File: src/hdl/ecnq_pkg.sv
`default_nettype none

package ecnq_pkg;

  // Field widths of the item channels.
  localparam int OP_W     = 2;
  localparam int ID_W     = 16;
  localparam int SIZE_W   = 14;
  localparam int STATUS_W = 3;
  localparam int OCC_W    = 24;
  localparam int DROPS_W  = 32;
  localparam int SEND_W   = 2;
  localparam int CFG_W    = 24;
  localparam int APB_DW   = 32;
  localparam int APB_AW   = 3;

  // Input operation codes.
  localparam logic [OP_W-1:0] OP_ARRIVE   = 2'd0;
  localparam logic [OP_W-1:0] OP_PAUSE    = 2'd1;
  localparam logic [OP_W-1:0] OP_RESUME   = 2'd2;
  localparam logic [OP_W-1:0] OP_COMPLETE = 2'd3;

  // Result status codes.
  localparam logic [STATUS_W-1:0] ST_ACCEPTED = 3'd0;
  localparam logic [STATUS_W-1:0] ST_DROPPED  = 3'd1;
  localparam logic [STATUS_W-1:0] ST_DEPARTED = 3'd2;
  localparam logic [STATUS_W-1:0] ST_CONTROL  = 3'd3;
  localparam logic [STATUS_W-1:0] ST_EMPTY    = 3'd4;

  // Sender states.
  localparam logic [SEND_W-1:0] SS_READY    = 2'd0;
  localparam logic [SEND_W-1:0] SS_PAUSE_RX = 2'd1;
  localparam logic [SEND_W-1:0] SS_PAUSED   = 2'd2;

  // Configuration register indexes and reset values.
  localparam logic REG_MAX_BYTES = 1'b0;
  localparam logic REG_MARK_THR  = 1'b1;
  localparam logic [CFG_W-1:0] MAX_BYTES_RST = 24'd65536;
  localparam logic [CFG_W-1:0] MARK_THR_RST  = 24'd16384;

  typedef struct packed {
    logic [CFG_W-1:0] max_bytes;
    logic [CFG_W-1:0] mark_threshold;
  } cfg_t;

  typedef struct packed {
    logic [ID_W-1:0]   id;
    logic [SIZE_W-1:0] size;
    logic              ce;
  } desc_t;

endpackage

`default_nettype wire

File: src/hdl/ecn_marking_pausable_fifo.sv
`default_nettype none

// Packet descriptor queue with a byte limit, link pause and ECN marking. Each
// item (arrival, pause, resume or transmit completion) yields exactly one
// result item. In the accept cycle the descriptor memory is read at the head
// slot; the item then executes: the queue state is updated and an arrival is
// written at the tail slot. The execute step waits while an earlier result is
// still held stalled in the output register. The descriptor memory needs no
// clearing after reset, so items are taken from the first cycle after reset.
// Configuration is written over the APB port; the user must write it only
// while no item is in progress, as the block itself does not enforce this.
module ecn_marking_pausable_fifo #(
  parameter int DEPTH     = 64,
  parameter int BYTE_BITS = 24
) (
  input  wire logic                            clk_i,
  input  wire logic                            rst_ni,
  // Input item channel.
  input  wire logic                            in_valid_i,
  output logic                                 in_stall_o,
  input  wire logic [ecnq_pkg::OP_W-1:0]       op_i,
  input  wire logic [ecnq_pkg::ID_W-1:0]       pkt_id_i,
  input  wire logic [ecnq_pkg::SIZE_W-1:0]     pkt_size_i,
  input  wire logic                            ce_in_i,
  // Result item channel.
  output logic                                 out_valid_o,
  input  wire logic                            out_stall_i,
  output logic      [ecnq_pkg::STATUS_W-1:0]   status_o,
  output logic                                 start_service_o,
  output logic      [ecnq_pkg::ID_W-1:0]       out_id_o,
  output logic      [ecnq_pkg::SIZE_W-1:0]     out_size_o,
  output logic                                 ce_out_o,
  output logic      [ecnq_pkg::OCC_W-1:0]      occupancy_o,
  output logic      [ecnq_pkg::DROPS_W-1:0]    drops_o,
  output logic      [ecnq_pkg::SEND_W-1:0]     send_state_o,
  // Configuration port.
  input  wire logic                            psel,
  input  wire logic                            penable,
  input  wire logic                            pwrite,
  input  wire logic [ecnq_pkg::APB_AW-1:0]     paddr,
  input  wire logic [ecnq_pkg::APB_DW-1:0]     pwdata,
  output logic      [ecnq_pkg::APB_DW-1:0]     prdata,
  output logic                                 pready
);

  localparam int PW    = (DEPTH > 1) ? $clog2(DEPTH) : 1;
  localparam int CW    = $clog2(DEPTH + 1);
  localparam int CAPW  = (BYTE_BITS > ecnq_pkg::CFG_W) ? BYTE_BITS : ecnq_pkg::CFG_W;
  localparam int SW    = CAPW + 1;
  localparam int OccW  = ecnq_pkg::OCC_W;
  localparam int DescW = $bits(ecnq_pkg::desc_t);
  localparam logic [SW-1:0] ByteMask = SW'((64'd1 << BYTE_BITS) - 64'd1);
  localparam logic [PW-1:0] LastPtr  = PW'(DEPTH - 1);
  localparam logic [CW-1:0] FullCnt  = CW'(DEPTH);

  localparam logic S_IDLE = 1'b0;
  localparam logic S_EXEC = 1'b1;

  ecnq_pkg::cfg_t  cfg;
  ecnq_pkg::desc_t rd_desc;
  ecnq_pkg::desc_t wr_desc;
  logic [DescW-1:0] rd_word;

  logic                          state_q, state_d;
  logic [ecnq_pkg::OP_W-1:0]     op_q;
  logic [ecnq_pkg::ID_W-1:0]     id_q;
  logic [ecnq_pkg::SIZE_W-1:0]   size_q;
  logic                          ce_q;

  logic [PW-1:0]                 head_q, head_d;
  logic [PW-1:0]                 tail_q, tail_d;
  logic [CW-1:0]                 count_q, count_d;
  logic [BYTE_BITS-1:0]          occ_q, occ_d;
  logic [ecnq_pkg::SEND_W-1:0]   sstate_q, sstate_d;
  logic [ecnq_pkg::DROPS_W-1:0]  drops_q, drops_d;

  logic                          out_valid_q;
  logic [ecnq_pkg::STATUS_W-1:0] status_q, status_d;
  logic                          start_q, start_d;
  logic [ecnq_pkg::ID_W-1:0]     oid_q, oid_d;
  logic [ecnq_pkg::SIZE_W-1:0]   osize_q, osize_d;
  logic                          oce_q, oce_d;

  logic          in_accept;
  logic          out_free;
  logic          exec_fire;
  logic          wr_en;
  logic [SW-1:0] cap;
  logic [SW-1:0] max_ext;
  logic [SW-1:0] occ_ext;
  logic [SW-1:0] size_ext;
  logic [SW-1:0] sum;

  ecnq_cfg u_cfg (
    .clk_i   (clk_i),
    .rst_ni  (rst_ni),
    .psel    (psel),
    .penable (penable),
    .pwrite  (pwrite),
    .paddr   (paddr),
    .pwdata  (pwdata),
    .prdata  (prdata),
    .pready  (pready),
    .cfg_o   (cfg)
  );

  assign wr_desc.id   = id_q;
  assign wr_desc.size = size_q;
  assign wr_desc.ce   = ce_q;
  assign rd_desc      = ecnq_pkg::desc_t'(rd_word);

  ecnq_desc_ram #(
    .DEPTH (DEPTH),
    .PW    (PW),
    .W     (DescW)
  ) u_ram (
    .clk_i   (clk_i),
    .we_i    (wr_en),
    .waddr_i (tail_q),
    .wdata_i (wr_desc),
    .re_i    (in_accept),
    .raddr_i (head_q),
    .rdata_o (rd_word)
  );

  // Handshakes: one item in flight, the execute cycle waits on a held result.
  assign in_stall_o = (state_q != S_IDLE);
  assign in_accept  = in_valid_i && (state_q == S_IDLE);
  assign out_free   = !(out_valid_q && out_stall_i);
  assign exec_fire  = (state_q == S_EXEC) && out_free;

  // Byte arithmetic, wide enough to hold the limit and a sum without wrap.
  assign max_ext  = SW'(cfg.max_bytes);
  assign cap      = (max_ext > ByteMask) ? ByteMask : max_ext;
  assign occ_ext  = SW'(occ_q);
  assign size_ext = SW'(size_q);
  assign sum      = occ_ext + size_ext;

  // Execute step of the queue.
  always_comb begin
    head_d   = head_q;
    tail_d   = tail_q;
    count_d  = count_q;
    occ_d    = occ_q;
    sstate_d = sstate_q;
    drops_d  = drops_q;
    status_d = ecnq_pkg::ST_CONTROL;
    start_d  = 1'b0;
    oid_d    = id_q;
    osize_d  = '0;
    oce_d    = 1'b0;
    wr_en    = 1'b0;
    unique case (op_q)
      ecnq_pkg::OP_ARRIVE: begin
        if ((sum > cap) || (count_q >= FullCnt)) begin
          status_d = ecnq_pkg::ST_DROPPED;
          drops_d  = drops_q + 1'b1;
        end else begin
          wr_en    = exec_fire;
          tail_d   = (tail_q == LastPtr) ? '0 : tail_q + 1'b1;
          count_d  = count_q + 1'b1;
          occ_d    = BYTE_BITS'(sum);
          status_d = ecnq_pkg::ST_ACCEPTED;
          start_d  = (count_q == '0) && (sstate_q == ecnq_pkg::SS_READY);
        end
      end
      ecnq_pkg::OP_PAUSE: begin
        sstate_d = (count_q != '0) ? ecnq_pkg::SS_PAUSE_RX : ecnq_pkg::SS_PAUSED;
      end
      ecnq_pkg::OP_RESUME: begin
        sstate_d = ecnq_pkg::SS_READY;
        start_d  = (count_q != '0);
      end
      ecnq_pkg::OP_COMPLETE: begin
        if (count_q == '0) begin
          status_d = ecnq_pkg::ST_EMPTY;
        end else begin
          head_d  = (head_q == LastPtr) ? '0 : head_q + 1'b1;
          count_d = count_q - 1'b1;
          if (sstate_q == ecnq_pkg::SS_PAUSE_RX) begin
            sstate_d = ecnq_pkg::SS_PAUSED;
          end
          oid_d    = rd_desc.id;
          osize_d  = rd_desc.size;
          oce_d    = rd_desc.ce | (occ_ext > SW'(cfg.mark_threshold));
          occ_d    = (occ_ext >= SW'(rd_desc.size)) ?
                     BYTE_BITS'(occ_ext - SW'(rd_desc.size)) : '0;
          status_d = ecnq_pkg::ST_DEPARTED;
          start_d  = (count_d != '0) && (sstate_d == ecnq_pkg::SS_READY);
        end
      end
      default: ;
    endcase
  end

  // Sequencer.
  always_comb begin
    state_d = state_q;
    unique case (state_q)
      S_IDLE:  if (in_accept) state_d = S_EXEC;
      S_EXEC:  if (out_free)  state_d = S_IDLE;
      default: state_d = S_IDLE;
    endcase
  end

  // Control state and queue registers.
  always_ff @(posedge clk_i or negedge rst_ni) begin
    if (!rst_ni) begin
      state_q     <= S_IDLE;
      head_q      <= '0;
      tail_q      <= '0;
      count_q     <= '0;
      occ_q       <= '0;
      sstate_q    <= ecnq_pkg::SS_READY;
      drops_q     <= '0;
      out_valid_q <= 1'b0;
    end else begin
      state_q <= state_d;
      if (exec_fire) begin
        head_q      <= head_d;
        tail_q      <= tail_d;
        count_q     <= count_d;
        occ_q       <= occ_d;
        sstate_q    <= sstate_d;
        drops_q     <= drops_d;
        out_valid_q <= 1'b1;
      end else if (out_free) begin
        out_valid_q <= 1'b0;
      end
    end
  end

  // Accepted item and result payload.
  always_ff @(posedge clk_i) begin
    if (in_accept) begin
      op_q   <= op_i;
      id_q   <= pkt_id_i;
      size_q <= pkt_size_i;
      ce_q   <= ce_in_i;
    end
    if (exec_fire) begin
      status_q <= status_d;
      start_q  <= start_d;
      oid_q    <= oid_d;
      osize_q  <= osize_d;
      oce_q    <= oce_d;
    end
  end

  assign out_valid_o     = out_valid_q;
  assign status_o        = status_q;
  assign start_service_o = start_q;
  assign out_id_o        = oid_q;
  assign out_size_o      = osize_q;
  assign ce_out_o        = oce_q;
  assign occupancy_o     = OccW'(SW'(occ_q));
  assign drops_o         = drops_q;
  assign send_state_o    = sstate_q;

endmodule

`default_nettype wire

File: src/hdl/ecnq_desc_ram.sv
`default_nettype none

module ecnq_desc_ram #(
  parameter int DEPTH = 64,
  parameter int PW    = 6,
  parameter int W     = 31
) (
  input  wire logic          clk_i,
  input  wire logic          we_i,
  input  wire logic [PW-1:0] waddr_i,
  input  wire logic [W-1:0]  wdata_i,
  input  wire logic          re_i,
  input  wire logic [PW-1:0] raddr_i,
  output logic      [W-1:0]  rdata_o
);

  logic [W-1:0] mem [DEPTH];
  logic [W-1:0] rdata_q;

  // Single write port.
  always_ff @(posedge clk_i) begin
    if (we_i) begin
      mem[waddr_i] <= wdata_i;
    end
  end

  // Registered read port; data holds until the next read.
  always_ff @(posedge clk_i) begin
    if (re_i) begin
      rdata_q <= mem[raddr_i];
    end
  end

  assign rdata_o = rdata_q;

endmodule

`default_nettype wire

File: src/hdl/ecnq_cfg.sv
`default_nettype none

module ecnq_cfg (
  input  wire logic                          clk_i,
  input  wire logic                          rst_ni,
  input  wire logic                          psel,
  input  wire logic                          penable,
  input  wire logic                          pwrite,
  input  wire logic [ecnq_pkg::APB_AW-1:0]   paddr,
  input  wire logic [ecnq_pkg::APB_DW-1:0]   pwdata,
  output logic      [ecnq_pkg::APB_DW-1:0]   prdata,
  output logic                               pready,
  output ecnq_pkg::cfg_t                     cfg_o
);

  logic [ecnq_pkg::CFG_W-1:0] max_bytes_q;
  logic [ecnq_pkg::CFG_W-1:0] mark_thr_q;
  logic                       wr_en;
  logic                       reg_sel;

  assign pready  = 1'b1;
  assign wr_en   = psel && penable && pwrite;
  assign reg_sel = paddr[2];

  // Register writes in the access phase.
  always_ff @(posedge clk_i or negedge rst_ni) begin
    if (!rst_ni) begin
      max_bytes_q <= ecnq_pkg::MAX_BYTES_RST;
      mark_thr_q  <= ecnq_pkg::MARK_THR_RST;
    end else if (wr_en) begin
      unique case (reg_sel)
        ecnq_pkg::REG_MAX_BYTES: max_bytes_q <= pwdata[ecnq_pkg::CFG_W-1:0];
        ecnq_pkg::REG_MARK_THR:  mark_thr_q  <= pwdata[ecnq_pkg::CFG_W-1:0];
        default: ;
      endcase
    end
  end

  // Read mux.
  always_comb begin
    unique case (reg_sel)
      ecnq_pkg::REG_MAX_BYTES: prdata = ecnq_pkg::APB_DW'(max_bytes_q);
      ecnq_pkg::REG_MARK_THR:  prdata = ecnq_pkg::APB_DW'(mark_thr_q);
      default:                 prdata = '0;
    endcase
  end

  assign cfg_o.max_bytes      = max_bytes_q;
  assign cfg_o.mark_threshold = mark_thr_q;

endmodule

`default_nettype wire

File: config.mk
export PLATFORM = sky130hd
export DESIGN_NAME = ecn_marking_pausable_fifo
export DESIGN_NICKNAME = d
export VERILOG_FILES = /design/src/hdl/ecnq_pkg.sv /design/src/hdl/ecn_marking_pausable_fifo.sv /design/src/hdl/ecnq_desc_ram.sv /design/src/hdl/ecnq_cfg.sv
export SDC_FILE = /design/constraint.sdc
export NUM_CORES = 2
export LEC_CHECK = 0
export ABC_AREA = 1
export BUFFER_PORTS_ARGS = -buffer_cell sky130_fd_sc_hd__buf_4
export CORE_MARGIN = 5
export CORE_UTILIZATION = 33
export CTS_CLUSTER_DIAMETER = 60
export DETAILED_ROUTE_END_ITERATION = 10
export SLEW_MARGIN = 20
export SYNTH_ARGS = -nofsm -noshare
export SYNTH_HDL_FRONTEND = slang
export SYNTH_SLANG_ARGS = --single-unit
File: constraint.sdc
create_clock -name clk_i -period 8.6 [get_ports clk_i]
set_clock_uncertainty 0.1 [all_clocks]
set_input_delay 0.86 -clock clk_i [delete_from_list [all_inputs] [get_ports clk_i]]
set_output_delay 0.86 -clock clk_i [all_outputs]
set_load 0.03 [all_outputs]
**Word level (Yosys, flattened, before mapping)**

Memories as Yosys holds them, arrays and structs flattened. A register that Yosys moved wholly into a read port is not among the register bits.
Cells that the tools add are included.

- Flip-flop bits (word level): 195
- Bits in writable memories: 1,984
- Input bits: 75
- Output and inout bits: 128
- Word-level logic and storage cells: 106
- Memories kept: 1

- $add $sub $neg: 7
- $lt $le $gt $ge: 5
- Equal/unequal tests: 9
- Multiplexer cells: 34
- Bitwise logic cells: 6
- Reductions and logical operators: 25

Memory list:

| name | depth | bits a word | read ports | clocked after Yosys merged registers in | wr ports | RTL line | text |
|---|---|---|---|---|---|---|---|
| u_ram.mem | 64 | 31 | 1 | 1 | 1 | ecnq_desc_ram.sv:17 | `logic [W-1:0] mem [DEPTH];` |

Operator list:

| kind | number |
|---|---|
| $mux 24 | 4 |
| $pmux 32 s2 | 1 |
| $pmux 24 s2 | 1 |
| $add 32x1->32 const B | 1 |
| $mux 16 | 2 |
| $add 24x14->25 | 1 |
| $gt 25x24->1 | 1 |
| $ge 24x14->1 | 1 |
| $gt 24x24->1 | 1 |
| $gt 24x24->1 const B | 1 |
| $sub 24x14->24 | 1 |
| $mux 7 | 2 |
| $pmux 7 s2 | 1 |
| $reduce_bool 7->1 | 2 |
| $add 6x1->6 const B | 2 |
| $eq 6x6->1 const B | 2 |
| $mux 6 | 2 |
| $reduce_and 3->1 | 4 |
| $mux 1 | 11 |
| $mux 2 | 5 |
| $add 7x1->7 const B | 1 |
| $ge 7x7->1 const B | 1 |
| $logic_and 1x1->1 | 7 |
| $logic_not 7->1 | 1 |
| other kinds (19) | 30 |

**Longest topological paths before layout**

- Depth after elaboration: 8
- Depth in mapped cells: 27

**Modules after synthesis**

Synthesis repeated with hierarchy kept, for this count alone.

- Cells, all modules: 8,395
- Area, all modules: 93,582.3 µm²

Modules (own cells, without submodules):

| module | times used | cells an instance | area each (µm²) | sequential area each (µm²) |
|---|---|---|---|---|
| ecnq_desc_ram | 1 | 6,726 | 80,772.5 | 60,508.0 |
| ecn_marking_pausable_fifo | 1 | 1,369 | 10,530.1 | 4,018.9 |
| ecnq_cfg | 1 | 300 | 2,279.7 | 1,203.7 |

**Worst setup path before layout**

Ideal clock, no wire load.

- Kind: register to register
- Start: register size_q[0] (netlist bit)
- End: memory u_ram.mem[0][0], enable pin
- Arrival time: 6,018 ps
- Slack: 2,024 ps
- Cell stages (with the launch flop): 22
- Clock period less this slack: 6,576 ps
- Cell sequence: edfxtp_1 ha_1 fa_1 nand2_1 nand2_1 o21ai_2 o21ai_0 nand2_1 nand2_1 nand3_1 and2_1 ha_1 nand2_1 inv_1 o21ai_0 nand2_1 a211oi_1 nand2_1 nand2_1 nand4_2 buf_2 nor3_1

- Longest elaborated chain between the ends: 7

RTL lines:

| item | RTL line | text |
|---|---|---|
| from (decl) | ecn_marking_pausable_fifo.sv:67 | `logic [ecnq_pkg::SIZE_W-1:0] size_q;` |
| from (signal assigned) | ecn_marking_pausable_fifo.sv:238 | `size_q <= pkt_size_i;` |
| $add 24x14->25 | ecn_marking_pausable_fifo.sv:137 | `assign sum = occ_ext + size_ext;` |
| $gt 25x24->1 | ecn_marking_pausable_fifo.sv:155 | `if ((sum > cap) \|\| (count_q >= FullCnt)) begin` |
| $logic_or 1x1->1 | ecn_marking_pausable_fifo.sv:155 |  |
| $mux 1 | ecn_marking_pausable_fifo.sv:155 |  |
| $mux 1 | ecn_marking_pausable_fifo.sv:153 | `unique case (op_q)` |
| $mux 1 | ecnq_desc_ram.sv:22 | `if (we_i) begin` |
| $mux 1 (not written as such) | ecnq_desc_ram.sv:23 | `mem[waddr_i] <= wdata_i;` |
| to (decl) | ecnq_desc_ram.sv:17 |  |

No other way between the ends.

**Final worst setup path**

- Start: register size_q[11] (netlist bit)
- End: memory u_ram.mem[11][22], enable pin

Same word-level chain as after synthesis.

==> results_dict.tcl <==
set metrics [dict create \
    min_period_ps 5998 \
    syn_to_final_growth_pct 13.96 \
    cts_root_buffer "clkbuf_16" \
    synth_area_leader_cell "edfxtp_1" \
    grt_start_max_net_pins 217 \
    critical_path_class "register to register" \
    rsz0062_at_grt "false" \
    fin_tns_setup_ps 0 \
    fin_nets 7521 \
    arrival_ps 6390 \
    cts_repair_resize_count 0 \
    cts_tree "yes" \
    syn_area_um2 90540 \
    cts_buffers 222 \
    synth-edff-count 2083 \
    final_util 0.3774 \
    port-buffer-count 183 \
    first_pass_iters 6 \
    post_drt_wl_per_cell_um 24.06 \
    worst_slew_pin_slew_ps 1208 \
    viasPerCell 5.414 \
    insertion_delay_ps 860 \
    place_ws_ps 2687 \
    fin_ws_ps 2602 \
    maxSlewHeadroom 0.1949 \
    place_hpwl_um 149900 \
    routed-via-count 60290 \
    fill_cells 25710 \
    die_y_um 533.8 \
    min_period_over_period 0.6974 \
    core_area_um2 273400 \
    yosys-top-cells-area "edfxtp_1, o21ai_0, nor2_1, dfrtp_1, nand2_1" \
    crit_fanout 65 \
    irDropWorstVdd_mv 0.3906 \
    drt_wl_total_um 268000 \
    grt_pass1_wl_um 388700 \
    antenna_found_initial 12 \
    yosysUniqueCellTypes 51 \
    synth.top_cell.area_share 0.6908 \
    drv_cap 0 \
    cts.clk_slew.worst_paths_ps 60 \
    final_layout_size_suffix_gt1_frac 0.1006 \
    grt_pass1_vias 57880 \
    end_kind "register" \
    grt_remaining_overflow 0 \
    clock-sinks 2210 \
    synth_warnings 0 \
    drc 0 \
    critPathLaunchType "register" \
    die_area_um2 284900 \
    status "finished, final reports clean" \
    die_w_um 533.8 \
    final_antenna_net_count 0 \
    power_density_nw_per_um2 322.6 \
    num_rows 192 \
    cp.required_ps 9000 \
    track_usage 0.1803 \
    ys.flop_type "edfxtp_1" \
    async_flop_share 0.05747 \
    leakagePower_nw 34.41 \
    clock_path_buffers 3 \
    drt_iter0_markers 6833 \
    syn_area_per_cell_um2 12.46 \
    cts-htree-levels 4 \
    io_pins 203 \
    max_freq_mhz 166.7 \
    place_congestion 0.9142 \
    drv_slew 0 \
    hold_path_class "primary input to register" \
    start_util 0.3312 \
    synthCells 7266 \
    setup_violations 0 \
    synth_seq_cells 2210 \
    finalHoldViolations 0 \
    ys_seq_area_frac 0.7260 \
]
==> Yosys cell counts (2+ instances only) <==
| master | n |
|---|---|
| edfxtp_1 | 2083 |
| o21ai_0 | 1111 |
| nor2_1 | 1105 |
| nand2_1 | 775 |
| clkbuf_1 | 331 |
| o22ai_1 | 311 |
| nand3_1 | 302 |
| o221ai_1 | 187 |
| inv_1 | 184 |
| dfrtp_1 | 125 |
| nand4_1 | 110 |
| buf_2 | 109 |
| a21oi_1 | 91 |
| nor3_1 | 90 |
| ha_1 | 88 |
| o211ai_1 | 63 |
| xor2_1 | 49 |
| buf_4 | 21 |
| xnor2_1 | 18 |
| buf_1 | 16 |
| o21ai_1 | 15 |
| nor4_1 | 13 |
| and2_1 | 12 |
| inv_2 | 9 |
| or2_2 | 4 |
| a31oi_1 | 3 |
| buf_6 | 3 |
| nor2_2 | 3 |
| nor3b_1 | 3 |
| o21bai_1 | 3 |
| a21boi_0 | 2 |
| a21o_1 | 2 |
| clkinv_1 | 2 |
| conb_1 | 2 |
| dfstp_2 | 2 |
| fa_1 | 2 |
| nand2_2 | 2 |
| nand2_4 | 2 |
==> state kept, by name, indices dropped and copies added, names as in the netlist <==
name	count
u_ram.mem	1984
drops_o	32
u_ram.rdata_o	31
occupancy_o	24
u_cfg.mark_thr_q	24
u_cfg.max_bytes_q	24
id_q	16
out_id_o	16
out_size_o	14
size_q	14
count_q	7
head_q	6
tail_q	6
status_o	3
op_q	2
send_state_o	2
ce_out_o	1
ce_q	1
in_stall_o	1
out_valid_o	1
start_service_o	1
==> timing repair <==
| item | in CTS | in global routing |
|---|---|---|
| setup buffers | 0 | 0 |
| hold buffers | 2 | 0 |
| endpoints found under the hold margin | 24 | 0 |
==> layout make-up <==
class	count	area, µm²	share of cell area
Tap cell	3589	4491	0.04352
Timing Repair Buffer	339	2716	0.02633
Multi-Input combinational cell	4388	22420	0.2173
Antenna cell	2	5.005	0.00004851
Clock inverter	132	1195	0.01158
Sequential cell	2210	65740	0.6372
Inverter	195	764.5	0.007409
Clock buffer	281	5851	0.05670
==> routing by layer <==
layer  vias up  wire length, µm  GRT usage
met5         -               50          0
met4         8            10210    0.06763
li1      27000                -          -
met3       424            21480    0.02996
met1     30200           110600     0.2449
met2      2655           125700     0.2912
==> layout by cell type, fill, tap and decap left out, types with 7 or more instances in the layout <==
cell type | Yosys | layout
edfxtp_1 | 2083 | 2083
o21ai_0 | 1111 | 1111
nor2_1 | 1105 | 1103
nand2_1 | 775 | 775
buf_4 | 21 | 323
o22ai_1 | 311 | 311
nand3_1 | 302 | 302
clkbuf_16 | 0 | 225
o221ai_1 | 187 | 187
inv_1 | 184 | 180
dfrtp_1 | 125 | 121
nand4_1 | 110 | 110
a21oi_1 | 91 | 91
ha_1 | 88 | 88
nor3_2 | 0 | 65
o211ai_1 | 63 | 63
clkbuf_1 | 331 | 55
xor2_1 | 49 | 49
clkinv_2 | 0 | 46
clkinv_1 | 2 | 41
nor3_1 | 90 | 25
xnor2_1 | 18 | 18
inv_6 | 0 | 16
bufinv_16 | 0 | 16
o21ai_1 | 15 | 15
nor4_1 | 13 | 13
buf_12 | 0 | 13
and2_1 | 12 | 12
conb_1 | 2 | 9
clkinvlp_4 | 0 | 7
==> stage by stage <==
stage | std cells | hold WS (ps) | power [mW] | instance area, µm²
3_5_place_dp | 10720 | 374.8 | 24.00 | 96110
5_1_grt | 11130 | 30.57 | 34.85 | 103200
6_report | 11140 | 79.91 | 33.29 | 103200
3_3_place_gp | 10720 | 368.2 | 23.83 | 96110
2_1_floorplan | 7273 | 353.0 | 19.67 | 90570
4_1_cts | 11130 | 0.2909 | 33.38 | 103200
==> worst max-delay path: stages, from the launching register on <==
cell and delay [ps]:
edfxtp_1 320, buf_4 680, ha_1 300, nand2_1 120, nor4_1 480, nand2_1 130, nand2_1 160, nand3_1 100
and2_1 190, ha_1 290, nand2_1 70, inv_1 30, o21ai_0 140, nand2_1 80, a211oi_1 240, nand2_1 80
nand2_1 290, nand4_4 110, buf_4 320, buf_4 400, nor3_2 420, buf_4 460
==> kinds of logic after synthesis <==
logic type | after synthesis | share of synthesized area
AO/OA/AOI/OAI | 1793 | 0.1134
XOR/XNOR | 67 | 0.006481
adder cells (fa/ha/maj) | 90 | 0.01260
buffers and inverters | 675 | 0.03061
multiplexers | 1 | 0.0001106
other | 2 | 0.00008294
AND/OR/NAND/NOR | 2428 | 0.1108
flip-flops | 2210 | 0.7260
==> where the power goes <==
| part | internal [mW] | switching (mW) | total, mW |
|---|---|---|---|
| sequential | 12.2 | 0.407 | 12.6 |
| clock | 5.31 | 4.10 | 9.41 |
| combinational | 2.95 | 8.33 | 11.3 |
==> path summary, 6_finish.rpt <==
check / from / to / slack, ps / cells past startpoint
worst max-delay path: size_q[11] / u_ram.mem[11][22] / 2600 / 21
worst min-delay path: op_i[0] / op_q[0] / 80 / 1
worst max register to register: size_q[11] / u_ram.mem[11][22] / 2600 / 21
worst min register to register: u_cfg.max_bytes_q[11] / u_cfg.max_bytes_q[11] / 390 / 2
max in group asynchronous: rst_ni / head_q[0] / 6250 / 3
min in group asynchronous: rst_ni / u_cfg.max_bytes_q[1] / 580 / 2
No activity file was read; power rests on OpenSTA's default activity.
